File: src/rtl/sgp_pkg.sv
`timescale 1ns / 1ps
package sgp_pkg;
  localparam int MaxVerts = 65536;
  localparam int MaxParts = 16;
  localparam int VW = $clog2(MaxVerts);
  localparam int PW = $clog2(MaxParts);
  localparam int CW = 17;
  localparam int TW = 16;
  localparam logic [CW-1:0] CntMax = {CW{1'b1}};

  localparam logic [1:0] ReqNbr = 2'd0;
  localparam logic [1:0] ReqRand = 2'd1;
  localparam logic [1:0] ReqTable = 2'd2;

  localparam logic [1:0] AddrNumParts = 2'd0;

  typedef enum logic [3:0] {
    ST_CLEAR, ST_IDLE, ST_NBR_RD, ST_NBR_UPD, ST_TBL_RD, ST_TBL_WAIT, ST_SCORE,
    ST_MEM_RD, ST_MEM_WAIT, ST_PLACE
  } state_t;

  typedef struct packed {
    logic clear_step;
    logic capture;
    logic nbr_rd;
    logic nbr_upd;
    logic tbl_wr;
    logic tbl_rd;
    logic score;
    logic mem_rd;
    logic place;
  } cmd_t;

  typedef struct packed {
    logic clear_done;
    logic is_nbr;
    logic is_rand;
    logic is_table;
    logic last;
    logic scan_done;
  } stat_t;
endpackage

File: src/rtl/sgp_ctrl.sv
`timescale 1ns / 1ps
module sgp_ctrl import sgp_pkg::*; (
  input  logic  clk,
  input  logic  rst,
  input  logic  start,
  input  stat_t st,
  output cmd_t  cmd,
  output logic  busy
);
  state_t state, state_next;

  always_ff @(posedge clk) begin
    if (rst) state <= ST_CLEAR;
    else state <= state_next;
  end

  always_comb begin
    state_next = state;
    case (state)
      ST_CLEAR: if (st.clear_done) state_next = ST_IDLE;
      ST_IDLE: begin
        if (start) state_next = ST_NBR_RD;
      end
      ST_NBR_RD: begin
        if (st.is_table) state_next = ST_IDLE;
        else if (st.is_rand) state_next = ST_MEM_RD;
        else if (st.is_nbr) state_next = ST_NBR_UPD;
        else state_next = ST_IDLE;
      end
      ST_NBR_UPD: state_next = st.last ? ST_TBL_RD : ST_IDLE;
      ST_TBL_RD: state_next = ST_TBL_WAIT;
      ST_TBL_WAIT: state_next = ST_SCORE;
      ST_SCORE: state_next = st.scan_done ? ST_MEM_RD : ST_TBL_RD;
      ST_MEM_RD: state_next = ST_MEM_WAIT;
      ST_MEM_WAIT: state_next = ST_PLACE;
      ST_PLACE: state_next = ST_IDLE;
      default: state_next = ST_IDLE;
    endcase
  end

  always_comb begin
    cmd = '0;
    busy = (state != ST_IDLE);
    case (state)
      ST_CLEAR: cmd.clear_step = 1'b1;
      ST_IDLE: cmd.capture = start;
      ST_NBR_RD: begin
        cmd.nbr_rd = st.is_nbr;
        cmd.tbl_wr = st.is_table;
      end
      ST_NBR_UPD: cmd.nbr_upd = 1'b1;
      ST_TBL_RD: cmd.tbl_rd = 1'b1;
      ST_SCORE: cmd.score = 1'b1;
      ST_MEM_RD: cmd.mem_rd = 1'b1;
      ST_PLACE: cmd.place = 1'b1;
      default: cmd = '0;
    endcase
  end
endmodule

File: config.mk
export PLATFORM = sky130hd
export DESIGN_NAME = sgp_ctrl
export DESIGN_NICKNAME = d
export VERILOG_FILES = /design/src/rtl/sgp_pkg.sv /design/src/rtl/sgp_ctrl.sv
export SDC_FILE = /design/constraint.sdc
export NUM_CORES = 1
export LEC_CHECK = 0
export ABC_AREA = 1
export BUFFER_PORTS_ARGS = -buffer_cell sky130_fd_sc_hd__buf_2
export CORE_AREA = 3 3 40 42
export CTS_CLUSTER_DIAMETER = 60
export DETAILED_ROUTE_END_ITERATION = 12
export DIE_AREA = 0 0 43 45
export GPL_TIMING_DRIVEN = 0
export SYNTH_ARGS = -nofsm -noshare
export SYNTH_HDL_FRONTEND = slang
export SYNTH_SLANG_ARGS = --single-unit
File: constraint.sdc
create_clock -name clk -period 2.4 [get_ports clk]
set_input_delay 0.24 -clock clk [delete_from_list [all_inputs] [get_ports clk]]
set_output_delay 0.24 -clock clk [all_outputs]
set_load 0.03 [all_outputs]
### After elaboration in Yosys (flattened, before gate mapping)

Cells that the tools add are included.

* register bits: 4
* bits in latches: 0
* RAM bits: 0
* bits in read-only memories: 0
* bits of input ports: 9
* output and inout port bits: 10
* logic and storage cells: 32
* memories: 0

* add/sub/neg operators: 0
* multiply operators: 0
* div/mod/pow operators: 0
* $lt $le $gt $ge: 0
* equal/unequal tests: 12
* shift operators: 0
* multiplexer cells: 17
* bitwise operators: 0
* reduce and logical (&&, ||, !) cells: 2

Operators with widths (number)
* 4-bit case mux with 9 select lines: 1
* 4-bit by 3-bit == test with 1-bit output, second input constant: 4
* 1-bit two-way mux: 9
* 3-bit two-way mux: 3
* 4-bit by 2-bit == test with 1-bit output, second input constant: 2
* 4-bit == test, second input constant: 2
* 4-bit two-way mux: 2
* 4-bit by 1-bit == test with 1-bit output, second input constant: 1
* 4-bit logical NOT: 1
* 2-bit two-way mux: 2
* 2-bit inequality test, second input constant: 2
* 4-bit by 1-bit inequality test with 1-bit output, second input constant: 1
* 2-bit AND reduction: 1

### Longest topological paths before layout

Gate-level depths: netlist of run 1.

* depth in word-level cells: 4
* mapped depth: 7
* depth with buffers taken out: 7

### Worst setup path before layout of run 1

OpenSTA, ideal clock, no wires.

* kind: flip-flop to output port
* from: register state[3]
* to: output port cmd[0] (netlist bit)
* arrival time: 1420 ps
* data required time: 2160 ps
* setup slack: 740 ps
* stages on the path, launching flop included: 3
* buffers on the path: 0
* cells stage by stage: dfxtp_1 -> inv_1 -> nor4_1

RTL lines
* from (decl): line sgp_ctrl.sv:10 `state_t state, state_next;`
* from (signal assigned): line sgp_ctrl.sv:14 `else state <= state_next;`
* to (decl): line sgp_ctrl.sv:7 `output cmd_t cmd,`

==> results.json, run 1 <==
{
  "largest_reg_flops": 4,
  "die_area_um2": 1940,
  "finalSetupViolCount": 0,
  "fillers": 150,
  "grt.overflow.total": 0,
  "rsz0062_at_grt": "false",
  "finalCritPeriodShare_pct": 62.4,
  "tightest_slew_ns": 0.258,
  "worstHoldPathType": "in -> reg",
  "cp_max_fo": 6,
  "grt_pass1_wl_um": 1470,
  "leakagePower_nw": 0.309,
  "cp-end-kind": "output pin",
  "slew_viol_final": 0,
  "dr_total_vias": 447,
  "required_ns": 2.16,
  "boundaryPins": 19,
  "critPathLaunchType": "flop",
  "row_count": 13,
  "hold_depth": 2,
  "hpwl_um": 763,
  "syn_nets": 75,
  "netlist_area_um2": 347,
  "ys_ff_latch": 4,
  "first_pass_iters": 3,
  "slew_headroom_pct": 82.8,
  "cts_resized": 0,
  "cp.arrival_ns": 1.26,
  "syn_inst": 66,
  "core_um2": 1280,
  "synth.avg_cell_area_um2": 5.25,
  "first_iter_violations": 5,
  "drive_above_1_share_pct": 28.7,
  "hold_buffers": 0,
  "cts_sinks": 4,
  "numPortBuffers": 18,
  "hold_end": "state[3]",
  "grt_pass1_vias": 368,
  "p_total_uw": 277,
  "drt-vias-per-instance": 4.38,
  "grt_max_degree": 7,
  "reg2reg_slack_ns": 1.26,
  "antenna_found_initial": 0,
  "r2r_start": "state[2]",
  "reg2regPathDepth": 7,
  "die_w_um": 43,
  "wirelength_um": 884,
  "wire_per_inst_um": 8.67,
  "start_util_pct": 27.0,
  "fmax_mhz": 668,
  "p_per_area_nw_per_um2": 579,
  "min_period_ns": 1.50,
  "cts_buffers": 3,
  "ir_worst_vdd_v": 0.000268,
  "drc": 0,
  "run_status": "completed",
  "clk_latency_ns": 0.23,
  "gp_congestion": 0.791,
  "critPathKind": "reg -> out",
  "syn_to_final_growth_pct": 37.9,
  "hold_viol": 0,
  "antenna_left": 0,
  "nets": 98,
  "seq_area_frac_synth_pct": 23.1,
  "tritoncts": "done",
  "die_h_um": 45,
  "clk_path_buf_depth": 2,
  "yosysUniqueCellTypes": 13,
  "regMostFlops": "state",
  "cap_viol_max_count": 0,
  "cp_slowest_cell": "dfxtp_1",
  "skew_ns": 0.00435,
  "num_antenna_cells": 0,
  "cts_root_buf": "clkbuf_4",
  "hp-start": "rst",
  "htree_levels": 1,
  "r2r-end": "state[0]",
  "setup-tns-final_ns": 0,
  "cpPeakStageDelay_ns": 0.34,
  "post_cts_buffers": 0,
  "reg.largest.list": "state (4)",
  "cp_cell_sequence": "nor2_2, nand2_1, nor2_1, buf_2",
  "grt_usage_pct": 10.0,
  "path_clk_slew_ns": 0.04,
  "yosysWarnings": 0
}
[cell families (layout without fill, tap and decap cells)]
group                  count (synthesis)  in the layout  synth area share, %
and+or+nand+nor                       48             48                 60.3
buffers and inverters                 11             32                 11.9
AOI/OAI and AO/OA                      3              3                 4.69
DFF                                    4              4                 23.1
[synthesized netlist by cell type]
cell type  count  area share [%]
nand2_1       20              22
nor2_1        16              17
inv_1         10              11
nand3_1        5             7.2
dfxtp_1        4              23
a21oi_1        2             2.9
nand3b_1       2             4.3
nor2_2         2             3.6
a31oi_1        1             1.8
inv_2          1             1.1
nor3_1         1             1.4
nor3_2         1             2.9
nor4_1         1             1.8
[how the worst max path moves through the flow]
stage	start	endpoint	slack (ns)	cells after the start
3_5_place_dp	state[0]	cmd[7]	1.14	5
6_report	state[3]	cmd[6]	0.90	4
3_3_place_gp	state[3]	cmd[4]	1.15	4
5_1_grt	state[2]	cmd[1]	0.77	5
4_1_cts	state[0]	cmd[7]	0.88	5
2_1_floorplan	state[3]	cmd[0]	0.74	2
[cell usage in the layout, fill, tap and decap left out, drive strengths merged]
master and n:
nor4 1, inv 11, nand2 20, nand3 5, buf 18, nor2 18
dfxtp 4, clkbuf 3, nor3 2, a21oi 2, nand3b 2, a31oi 1
[per-layer routing]
metal,part of all wire (%),GRT usage [%],vias to the layer above,routed length [µm]
li1,-,-,247,-
met1,46,12.8,186,407
met2,44,14.7,14,391
met3,9.7,5.98,0,86
met4,0,1.81,0,0
met5,0,0,-,0
[layout make-up]
type / count / area, µm² / share of cell area (%)
clock buffers: 3 / 22.5 / 4.71
flip-flops and latches: 4 / 80.1 / 16.8
multi-input cells: 51 / 225 / 47.1
well taps: 15 / 18.8 / 3.93
inverters: 11 / 41.3 / 8.64
repair buffers: 18 / 90.1 / 18.8
[stage by stage]
| step | setup WS [ns] | hold slack [ns] | utilization, % | instance area, µm² | std cells |
|---|---|---|---|---|---|
| floorplan | 0.740 | 0.309 | - | 347 | 66 |
| global placement | 1.15 | 0.465 | 35.4 | 455 | 99 |
| detailed placement | 1.14 | 0.463 | 35.4 | 455 | 99 |
| CTS | 0.885 | 0.218 | 37.2 | 478 | 102 |
| global route | 0.767 | 0.238 | 37.2 | 478 | 102 |
| finish | 0.902 | 0.223 | 37.2 | 478 | 102 |
[power breakdown]
part           switching (mW)  internal, mW
logic                  0.0792        0.0361
registers             0.00788        0.0732
clock network          0.0246        0.0557
total                   0.112         0.165
[worst max-delay path, delay by kind of cell (launching register included)]
kind,cells,cell delay (ns)
buf+inv,1,0.20
flops,1,0.34
simple gates,3,0.48
Power figures use the tool's default switching activity.
==> run 2, diff against run 1 <==
- clock period: 2.4 -> 1.4 ns (I/O delays scaled with it)
==> run 2 against run 1 <==
Net effect: worst hold slack lost 0.10 ns; register-to-register slack lost 0.91 ns; combinational power grew 81%; die area is the same; critical path depth grew 1; highest routed layer unchanged.
==> results.json, run 2 (synthesis results as in run 1) <==
{
  "run_status": "completed",
  "first_iter_violations": 10,
  "numPortBuffers": 18,
  "cp-end-kind": "output pin",
  "die_h_um": 45,
  "wirelength_um": 921,
  "largest_reg_flops": 4,
  "grt_max_degree": 7,
  "clk_latency_ns": 0.23,
  "post_cts_buffers": 0,
  "antenna_left": 0,
  "grt_usage_pct": 10.5,
  "fmax_mhz": 741,
  "hpwl_um": 778,
  "row_count": 13,
  "slew_viol_final": 0,
  "rsz0062_at_grt": "false",
  "wire_per_inst_um": 9.03,
  "hold_buffers": 0,
  "drive_above_1_share_pct": 39.1,
  "cp.arrival_ns": 1.21,
  "cp_cell_sequence": "inv_1, nor2_1, nand2_1, nor2_1, buf_2",
  "finalSetupViolCount": 0,
  "hold_viol": 0,
  "antenna_found_initial": 0,
  "min_period_ns": 1.35,
  "num_antenna_cells": 0,
  "drt-vias-per-instance": 4.38,
  "htree_levels": 1,
  "cap_viol_max_count": 0,
  "skew_ns": 0.00165,
  "setup-tns-final_ns": 0,
  "die_area_um2": 1940,
  "syn_to_final_growth_pct": 46.9,
  "path_clk_slew_ns": 0.04,
  "regMostFlops": "state",
  "cts_buffers": 3,
  "path_buf_inv": 2,
  "first_pass_iters": 4,
  "required_ns": 1.26,
  "critPathKind": "reg -> out",
  "final_cell_mix": "nand2_1, buf_2, nor2_1, inv_1, nand3_1",
  "fin_util_pct": 39.6,
  "gp_congestion": 0.781,
  "cts_root_buf": "clkbuf_4",
  "tritoncts": "done",
  "ir_worst_vdd_v": 0.000530,
  "cp_max_fo": 6,
  "worstHoldPathType": "in -> reg",
  "clk_path_buf_depth": 2,
  "cpPeakStageDelay_ns": 0.38,
  "p_per_area_nw_per_um2": 960,
  "critPathLaunchType": "flop",
  "grt_pass1_vias": 396,
  "worst_path_most_repeated_cell": "nor2_1",
  "dr_total_vias": 447,
  "leakagePower_nw": 0.313,
  "slew_headroom_pct": 87.5,
  "grt_pass1_wl_um": 1520,
  "die_w_um": 43,
  "core_um2": 1280,
  "grt.overflow.total": 0,
  "drc": 0,
  "layout_commonest_cell": "nand2_1",
  "tightest_slew_ns": 0.187,
  "reg.largest.list": "state (4)",
  "boundaryPins": 19,
  "finalCritPeriodShare_pct": 96.4,
  "cts_sinks": 4,
  "nets": 98,
  "critPathTopFamily": "flip-flops",
  "start_util_pct": 27.0,
  "cp_slowest_cell": "dfxtp_2"
}
-- run 2: final cells by class --
| type | instances | area, µm² |
|---|---|---|
| Tap cell | 15 | 18.8 |
| Clock buffer | 3 | 22.5 |
| Fill cell | 147 | 776 |
| Multi-Input combinational cell | 51 | 246 |
| Timing Repair Buffer | 18 | 95.1 |
| Sequential cell | 4 | 85.1 |
| Inverter | 11 | 41.3 |
-- run 2: power by group --
| part | switching, mW | leakage, nW | internal (mW) |
|---|---|---|---|
| Combinational | 0.141 | 0.264 | 0.0673 |
| Clock | 0.0409 | 0.0138 | 0.0954 |
| Sequential | 0.0163 | 0.0343 | 0.128 |
-- run 2: per-stage QoR --
step | power (mW) | hold slack [ns] | worst slack (ns) | instances | cell area [µm²]
2_1_floorplan | 0.287 | 0.209 | 0.0954 | 66 | 355
4_1_cts | 0.491 | 0.114 | 0.00279 | 102 | 492
3_3_place_gp | 0.342 | 0.368 | 0.232 | 99 | 464
3_5_place_dp | 0.344 | 0.362 | 0.226 | 99 | 464
6_report | 0.489 | 0.122 | 0.0509 | 102 | 509
5_1_grt | 0.536 | 0.125 | 0.00285 | 102 | 509
-- run 2: path summary, 6_finish.rpt --
path            start  endpoint  slack [ns]  depth (start not counted)
max reg2reg  state[3]  state[0]        0.35                          7
min reg2reg  state[2]  state[2]        0.57                          2
min               rst  state[3]        0.12                          2
max          state[1]    cmd[6]        0.05                          5
-- run 2: repair_timing --
| item | 4_1_cts | 5_1_grt |
|---|---|---|
| resized for setup | 3 | 8 |
| setup endpoints to repair | 4 | 7 |
| endpoints found under the hold margin | 0 | 0 |
-- run 2: layer usage --
| metal | wire [µm] | up-vias | part of all wire, % | GRT usage (%) |
|---|---|---|---|---|
| met3 | 73 | 0 | 7.9 | 7.17 |
| met4 | 0 | 0 | 0 | 1.81 |
| li1 | - | 247 | - | - |
| met5 | 0 | - | 0 | 0 |
| met2 | 424 | 16 | 46 | 16.8 |
| met1 | 423 | 184 | 46 | 11.8 |
==> run 3, diff against run 2 <==
- ABC_AREA: 1 -> 0
==> run 3 against run 2 <==
Net effect: fmax shrank 1.8%; routed wire length rose by 11%; via count shrank 2.5%; non-clock buffer count up 7; sequential cell count is the same; cell area grew 17%; worst hold slack worse by 0.0057 ns; die area is the same; synthesized cell count is 26% lower; clock skew rose by 0.00087 ns; first-iteration DRC count fell by 70%; total power fell by 24%; critical endpoint is now cmd[8]; highest routed layer unchanged.
==> results.json, run 3 <==
{
  "finalCritPeriodShare_pct": 98.1,
  "r2r_start": "state[1]",
  "grt_max_degree": 11,
  "dp_cells": 82,
  "layout_commonest_cell": "buf_2",
  "crit_cells": 3,
  "drc": 0,
  "synth_top_area_cell": "dfxtp_1",
  "cp-end-kind": "output pin",
  "final.setup.worst_slack_ns": 0.0266,
  "synthTopCellsByArea": "dfxtp_1, a21oi_1, and3_1, and3b_1, nand4b_1",
  "cp_slowest_cell": "dfxtp_1",
  "reg2regPathDepth": 3,
  "critPathKind": "reg -> out",
  "first_pass_iters": 2,
  "drive_above_1_share_pct": 49.3,
  "netlist_area_um2": 374,
  "hold_depth": 2,
  "largest_reg_flops": 4,
  "cts_buffers": 3,
  "synth_edf_count": 0,
  "regMostFlops": "state",
  "htree_levels": 1,
  "fin_cells": 88,
  "nets": 84,
  "drt-vias-per-instance": 4.95,
  "wirelength_um": 1020,
  "synth_commonest_cells": "a21oi_1, dfxtp_1, and3_1, buf_2, nor2_1",
  "async_reset_ff_share_pct": 0,
  "critPathTopFamily": "buffers and inverters",
  "final_cell_mix": "buf_2, buf_4, clkbuf_4, a21oi_1",
  "numPortBuffers": 18,
  "gp_congestion": 0.698,
  "hpwl_um": 780,
  "dr_total_vias": 436,
  "antenna_found_initial": 0,
  "seq_area_frac_synth_pct": 21.4,
  "syn_to_final_growth_pct": 59.5,
  "first_iter_violations": 3,
  "wire_per_inst_um": 11.6,
  "finalInstanceArea_um2": 597,
  "worstHoldPathType": "in -> reg",
  "yosysUniqueCellTypes": 30,
  "cp_max_fo": 10,
  "clk_latency_ns": 0.23,
  "syn_nets": 58,
  "ys_ff_latch": 4,
  "hp-start": "rst",
  "syn_inst": 49,
  "num_antenna_cells": 0,
  "synth.avg_cell_area_um2": 7.63,
  "cts_root_buf": "clkbuf_4",
  "cpPeakStageDelay_ns": 0.32,
  "path_buf_inv": 2,
  "core_um2": 1280,
  "slew_viol_final": 0,
  "hold_viol": 0,
  "path_clk_slew_ns": 0.04,
  "fmax_mhz": 728,
  "hold_buffers": 0,
  "required_ns": 1.26,
  "critPathLaunchType": "flop",
  "run_status": "completed",
  "cap_viol_max_count": 0,
  "grt_usage_pct": 11.0,
  "tritoncts": "done",
  "row_count": 13,
  "dpl_cell_area_um2": 503,
  "cp.arrival_ns": 1.23,
  "cts_sinks": 4,
  "start_util_pct": 29.1,
  "die_w_um": 43,
  "clk_path_buf_depth": 2,
  "grt.overflow.total": 0,
  "post-place-ws_ns": 0.0111,
  "die_h_um": 45,
  "yosysWarnings": 0,
  "antenna_left": 0,
  "rsz0062_at_grt": "true",
  "ir_worst_vdd_v": 0.000421,
  "grt_pass1_wl_um": 1610,
  "min_period_ns": 1.37,
  "dominantRegCellSynth": "dfxtp_1",
  "cp_cell_sequence": "buf_4, nor4_4, buf_6",
  "grt_pass1_vias": 408,
  "skew_ns": 0.00252,
  "tightest_slew_ns": 0.368,
  "fillers": 133,
  "p_per_area_nw_per_um2": 622,
  "finalSetupViolCount": 0,
  "slew_headroom_pct": 74.8,
  "holdWs_ns": 0.116,
  "synth_top_cell_area_share_pct": 21.4,
  "startpoint": "state[3]",
  "boundaryPins": 19,
  "die_area_um2": 1940,
  "leakagePower_nw": 0.294,
  "reg.largest.list": "state (4)"
}
==> run 3: worst paths after layout <==
check,endpoint,slack (ns)
worst max-delay path,cmd[8],0.03
worst min register to register,state[3],0.59
worst max register to register,state[0],0.14
worst min-delay path,state[0],0.12
==> run 3: layout make-up <==
cell class / instances / area (µm²) / area share [%]
timing repair buffer: 21 / 131 / 22.0
clock buffer: 3 / 22.5 / 3.77
buffer: 4 / 37.5 / 6.29
multi-input combinational: 39 / 293 / 49.1
tap: 15 / 18.8 / 3.14
inverter: 2 / 7.51 / 1.26
sequential: 4 / 86.3 / 14.5
==> run 3: metal layers <==
metal | wire length, µm | up-vias | GRT usage, % | part of all wire, %
met1 | 460 | 193 | 13.8 | 45
met3 | 70 | 0 | 2.79 | 6.9
met5 | 0 | - | 0 | 0
li1 | - | 233 | - | -
met4 | 0 | 0 | 7.23 | 0
met2 | 487 | 10 | 16.8 | 48
==> run 3: kinds of logic after synthesis <==
logic type	synth area share, %
compound gates	22.7
simple gates	47.8
flops	21.4
buf+inv	8.03
==> run 3: metrics by stage <==
| step | util (%) | setup TNS, ns | power [mW] |
|---|---|---|---|
| finish | 46.4 | 0 | 0.371 |
| CTS | 43.6 | 0 | 0.376 |
| floorplan | - | 0 | 0.182 |
| detailed placement | 39.1 | 0 | 0.213 |
| global route | 46.4 | -0.0532 | 0.394 |
| global placement | 39.1 | 0 | 0.212 |
==> run 3: power breakdown <==
part           total, mW  internal [mW]  leakage [nW]  switching, mW
Sequential         0.121          0.117        0.0341        0.00421
Clock              0.140         0.0957        0.0138         0.0446
Combinational      0.109         0.0549         0.246         0.0546
Total              0.371          0.268         0.294          0.103
==> run 3: what timing repair did <==
action                     in CTS  in global routing
setup endpoints to repair      10                  9
setup buffers                   0                  3
resized for setup              13                  6
